File: src/hw/rtl/rrc_store.sv
// Frame byte store: one write port, one registered read port.
module rrc_store #(
    parameter int DEPTH = 64
) (
    input  logic                     i_clk,
    input  logic                     i_we,
    input  logic [$clog2(DEPTH)-1:0] i_waddr,
    input  logic [7:0]               i_wdata,
    input  logic [$clog2(DEPTH)-1:0] i_raddr,
    output logic [7:0]               o_rdata
);

    logic [7:0] r_mem [DEPTH];
    logic [7:0] r_rdata;

    always_ff @(posedge i_clk) begin
        if (i_we) begin
            r_mem[i_waddr] <= i_wdata;
        end
    end

    always_ff @(posedge i_clk) begin
        r_rdata <= r_mem[i_raddr];
    end

    assign o_rdata = r_rdata;

endmodule

File: config.mk
export PLATFORM = sky130hd
export DESIGN_NAME = rrc_store
export DESIGN_NICKNAME = d
export VERILOG_FILES = /design/src/hw/rtl/rrc_store.sv
export SDC_FILE = /design/constraint.sdc
export NUM_CORES = 1
export LEC_CHECK = 0
export BUFFER_PORTS_ARGS = -buffer_cell sky130_fd_sc_hd__buf_2
export CAP_MARGIN = 20
export CORE_MARGIN = 3
export CORE_UTILIZATION = 45
export DETAILED_ROUTE_END_ITERATION = 12
export PLACE_DENSITY = 0.63
export SYNTH_ARGS = -nofsm -noshare
export SYNTH_HDL_FRONTEND = slang
export SYNTH_SLANG_ARGS = --single-unit
export TNS_END_PERCENT = 50
File: constraint.sdc
create_clock -name i_clk -period 1.95 [get_ports i_clk]
set_clock_uncertainty 0.15 [all_clocks]
set_input_delay 0.0975 -clock i_clk [delete_from_list [all_inputs] [get_ports i_clk]]
set_output_delay 0.0975 -clock i_clk [all_outputs]
set_load 0.005 [all_outputs]
Word level (Yosys, flattened, before mapping)
Memory sizes are Yosys's and may differ from the RTL's. A register that Yosys moved wholly into a read port is not among the register bits.
Cells that the tools add are included.
Storage, ports and cells
  memory bits (writable): 512
  bits of input ports: 22
  register bits: 0
  output and inout bits: 8
  memories: 1
Memories
  r_mem: words 64, width 8, read ports 1, clocked after Yosys merged registers in 1, write ports 1, RTL line 13  | logic [7:0] r_mem [DEPTH];
Operators by class
  muxes and demuxes: 2
Operators by type and width (count)
  1-bit two-way mux: 2

Longest topological paths before layout
  word-level depth: 2
  gate-level depth with buffers: 9

Worst setup path after synthesis
OpenSTA, ideal clock, no wires.
  path kind: input -> register
  start point: input port i_raddr[1]
  end point: register r_rdata[3] (netlist: o_rdata[3]), read port of r_mem
  slack: 0.035 ns
  path buffers: 3
  arrival: 1.637 ns
  stages on the path: 7
  setup time: 0.128 ns
  cell sequence: buf_4 > buf_2 > buf_2 > mux4_2 > mux4_2 > o21ai_1 > o41ai_1
RTL lines
  from (decl): RTL line 9  | input logic [$clog2(DEPTH)-1:0] i_raddr,
  to (decl): RTL line 14  | logic [7:0] r_rdata;

==> run_results.csv <==
group,metric,value,unit
timing,worst_slack,-94.8,ps
global_routing,grt_first_pass_wirelength,67.6,mm
detailed_routing,detail_route.wl_per_cell,25.8,um
run_status,result_of_the_run,"finished with violations",
timing,fmax_achieved,0.489,GHz
synthesis,syn_area_per_cell,21.5,um2
detailed_routing,avgViaCountPerCell,5.67,
synthesis,synth_area_leaders,"sky130_fd_sc_hd__edfxtp_1, sky130_fd_sc_hd__mux4_2, sky130_fd_sc_hd__nor2_1",
timing,worst_slew_margin_rel,49.3,%
detailed_routing,vias,10000,
synthesis,ys_seq_area_share,77.0,%
synthesis,compound_gate_fraction_of_synth_area,2.07,%
floorplan,boundaryPins,30,
synthesis,synth_mux_area_share,15.9,%
timing,timing.final.crit_period,2040,ps
placed_design,dpl_cell_area,22200,um2
placed_design,post-dp-hpwl,28.9,mm
final_layout,final_cell_area,24100,um2
clock_network,cts_sinks,520,
clock_network,tritoncts_clock_tree,"done",
detailed_routing,drt-initial-drc-count,934,
clock_network,clock_tree.htree_level_count,2,
synthesis,count_of_flip_flops_with_a_built_in_enable_after_synthesis,512,
placed_design,gp_congestion,0.818,
synthesis,synth.yosys.warnings,0,
clock_network,root_buffer,"sky130_fd_sc_hd__clkbuf_16",
detailed_routing,detail_route.wirelength,45.6,mm
flow_run,timing.max_cap.violations,0,
global_routing,vias_in_the_first_global_route,10300,
global_routing,busiest_layer,"met2",
floorplan,dieArea,47400,um2
final_layout,layout-drive-gt1-share,34.9,%
floorplan,die_height,218,um
global_routing,grt_max_degree,65,
global_routing,grt_use_total,19.6,%
run_status,violations_in_the_final_reports,"negative hold slack, negative setup slack",
synthesis,yosys.cell_count.top_type,"sky130_fd_sc_hd__edfxtp_1",
min_path,timing.hold.worst.class,"in -> reg",
synthesis,synth_adder_area_share,0,%
floorplan,core-area,43600,um2
clock_network,clk_pin_slew_worst_paths,60,ps
critical_path,timing.setup.critical_path_class,"reg -> reg",
synthesis,number_of_flip_flops_and_latches_in_the_synthesized_netlist,520,
synthesis,synth_top_area_share,76.2,%
detailed_routing,route.detailed.drc,0,
final_layout,finalNetCount,1167,
synthesis,dominantRegCellSynth,"sky130_fd_sc_hd__edfxtp_1",
synthesis,synth_xor_area_share,0,%
clock_network,clock_latency,590,ps
synthesis,largest_family_of_logic_cells_by_synthesized_area,"multiplexers",
synthesis,yosys.area_share.simple,3.39,%
synthesis,post_synth_num_cell_types,40,
global_routing,groute.layer.met3.usage,5.00,%
synthesis,synth.cells.most_frequent,"sky130_fd_sc_hd__edfxtp_1, sky130_fd_sc_hd__mux4_2, sky130_fd_sc_hd__nor2_1, sky130_fd_sc_hd__mux2i_1, sky130_fd_sc_hd__nand2_1",
critical_path,cp_data_required_time,2260,ps
timing,worst_pin_slew,761,ps
pwr,cellPowerDensity,980,nW/um2
synthesis,synthesis.instances,940,
global_routing,grt-ovfl-total,0,
floorplan,die_w,218,um
timing,worst_hold_slack,-174,ps
global_routing,met2_usage,31.1,%
final_layout,n_antenna_cell,0,
timing,finalHoldViolCount,7,
pwr,vdd.ir_drop.worst,585,uV
detailed_routing,drt.antenna.violating_nets,0,
clock_network,clk_path_buf_depth,3,
floorplan,floorplan.rows,76,
timing,drv_slew,0,
placed_design,buffer_ports.inserted,29,
floorplan,floorplan.initialDensity,46.2,%
final_layout,area.growth.synth_to_final,19.3,%
critical_path,critPathLaunchType,"flop",
global_routing,groute.layer.met1.usage,27.3,%
critical_path,cp-end-kind,"flop",
placed_design,preCtsSetupSlack,-390,ps
detailed_routing,length_of_the_first_detailed_routing_pass_in_iterations,5,
synthesis,synth.largest_area_cell,"sky130_fd_sc_hd__edfxtp_1",
timing,rsz_0062_raised_after_global_routing,"true",
timing,final_min_period_over_clock_period,105,%
critical_path,critical_path_peak_fanout,1,
global_routing,initial_antenna_violation_count,3,
synthesis,syn_nets,962,
synthesis,syn-cell-area,20200,um2
clock_network,tritoncts.num_buffers,52,
synthesis,asyncSetResetFlopFracSynth,0,%
pwr,leakage_power_of_the_design,7.88,nW
timing,setup_violations,4,
critical_path,worst_ep_arrival_time,2360,ps
-- cells in the final DEF, fill, tap and decap left out, drive strengths merged, types with 4 or more instances in the layout --
cell type    instances
a211oi               4
a221oi               6
buf                193
bufinv               7
clkbuf              60
clkinv              24
dfxtp                8
dlygate4sd3          8
edfxtp             512
mux2                13
mux2i               23
mux4               126
nand2               19
nand2b               7
nand3               13
nor2                83
nor2b               14
nor3                 7
o21ai                4
o221ai               8
o22ai                8
-- registers in the layout, summed over array words and instances, names as in the netlist --
name	flops
r_mem	512
o_rdata	8
-- stage by stage --
stage                     setup TNS (ps)  utilization (%)  total power, mW  std cells  hold slack (ps)
after floorplan                        0                -             13.3        940             46.4
after global placement             -2590             50.8             13.9       1666              388
after detailed placement           -2660             50.8             14.0       1666              404
after CTS                           -304             54.9             23.8       1764             -215
after global routing                -499             55.1             24.3       1769             -168
final                               -285             55.1             23.6       1769             -174
-- area by class of cell --
| class | count | area (um2) |
|---|---|---|
| fill | 3272 | 19600 |
| sequential | 520 | 15500 |
| multi-input combinational | 369 | 4390 |
| timing repair buffer | 202 | 1730 |
| clock buffer | 59 | 1350 |
| tap | 585 | 732 |
| clock inverter | 34 | 330 |
-- final timing paths --
check,from,end,slack [ps],depth (start not counted)
setup / recovery,r_mem[29][1]$_DFFE_PP_,o_rdata[1]$_DFF_P_,-90,6
hold / removal,i_raddr[5],o_rdata[1]$_DFF_P_,-170,3
setup reg to reg,r_mem[29][1]$_DFFE_PP_,o_rdata[1]$_DFF_P_,-90,6
hold reg to reg,r_mem[30][4]$_DFFE_PP_,o_rdata[4]$_DFF_P_,660,3
-- timing repair --
| item | in CTS | in global routing |
|---|---|---|
| hold buffers | 5 | 3 |
| pin swaps | 3 | 0 |
| setup buffers | 0 | 0 |
| resized for setup | 9 | 7 |
| endpoints found under the hold margin | 124 | 88 |
| endpoints found under the setup margin | 6 | 7 |
-- per-layer routing --
layer	up-vias	share of wire [%]
met1	5265	42
met5	-	0.090
met3	72	7.4
li1	4341	-
met2	348	48
met4	6	2.4
-- power by group --
part / switching (mW) / internal, mW
Sequential: 0.0476 / 12.4
Clock: 3.99 / 5.84
Combinational: 0.745 / 0.593
-- logic make-up (layout without fill, tap and decap cells) --
kind of cell | after synthesis | in the layout
AOI/OAI and AO/OA | 54 | 54
and+or+nand+nor | 153 | 153
muxes | 162 | 162
DFF | 520 | 520
buffers and inverters | 51 | 295
-- critical path, cell delays in order (launching register included) --
cell and delay, ps:
sky130_fd_sc_hd__edfxtp_1 360, sky130_fd_sc_hd__mux4_2 490, sky130_fd_sc_hd__mux2_2 320, sky130_fd_sc_hd__o22ai_1 280
sky130_fd_sc_hd__buf_4 170, sky130_fd_sc_hd__nand2_1 50, sky130_fd_sc_hd__o2bb2ai_1 120
Note: power is estimated with default switching activity, not from simulation.
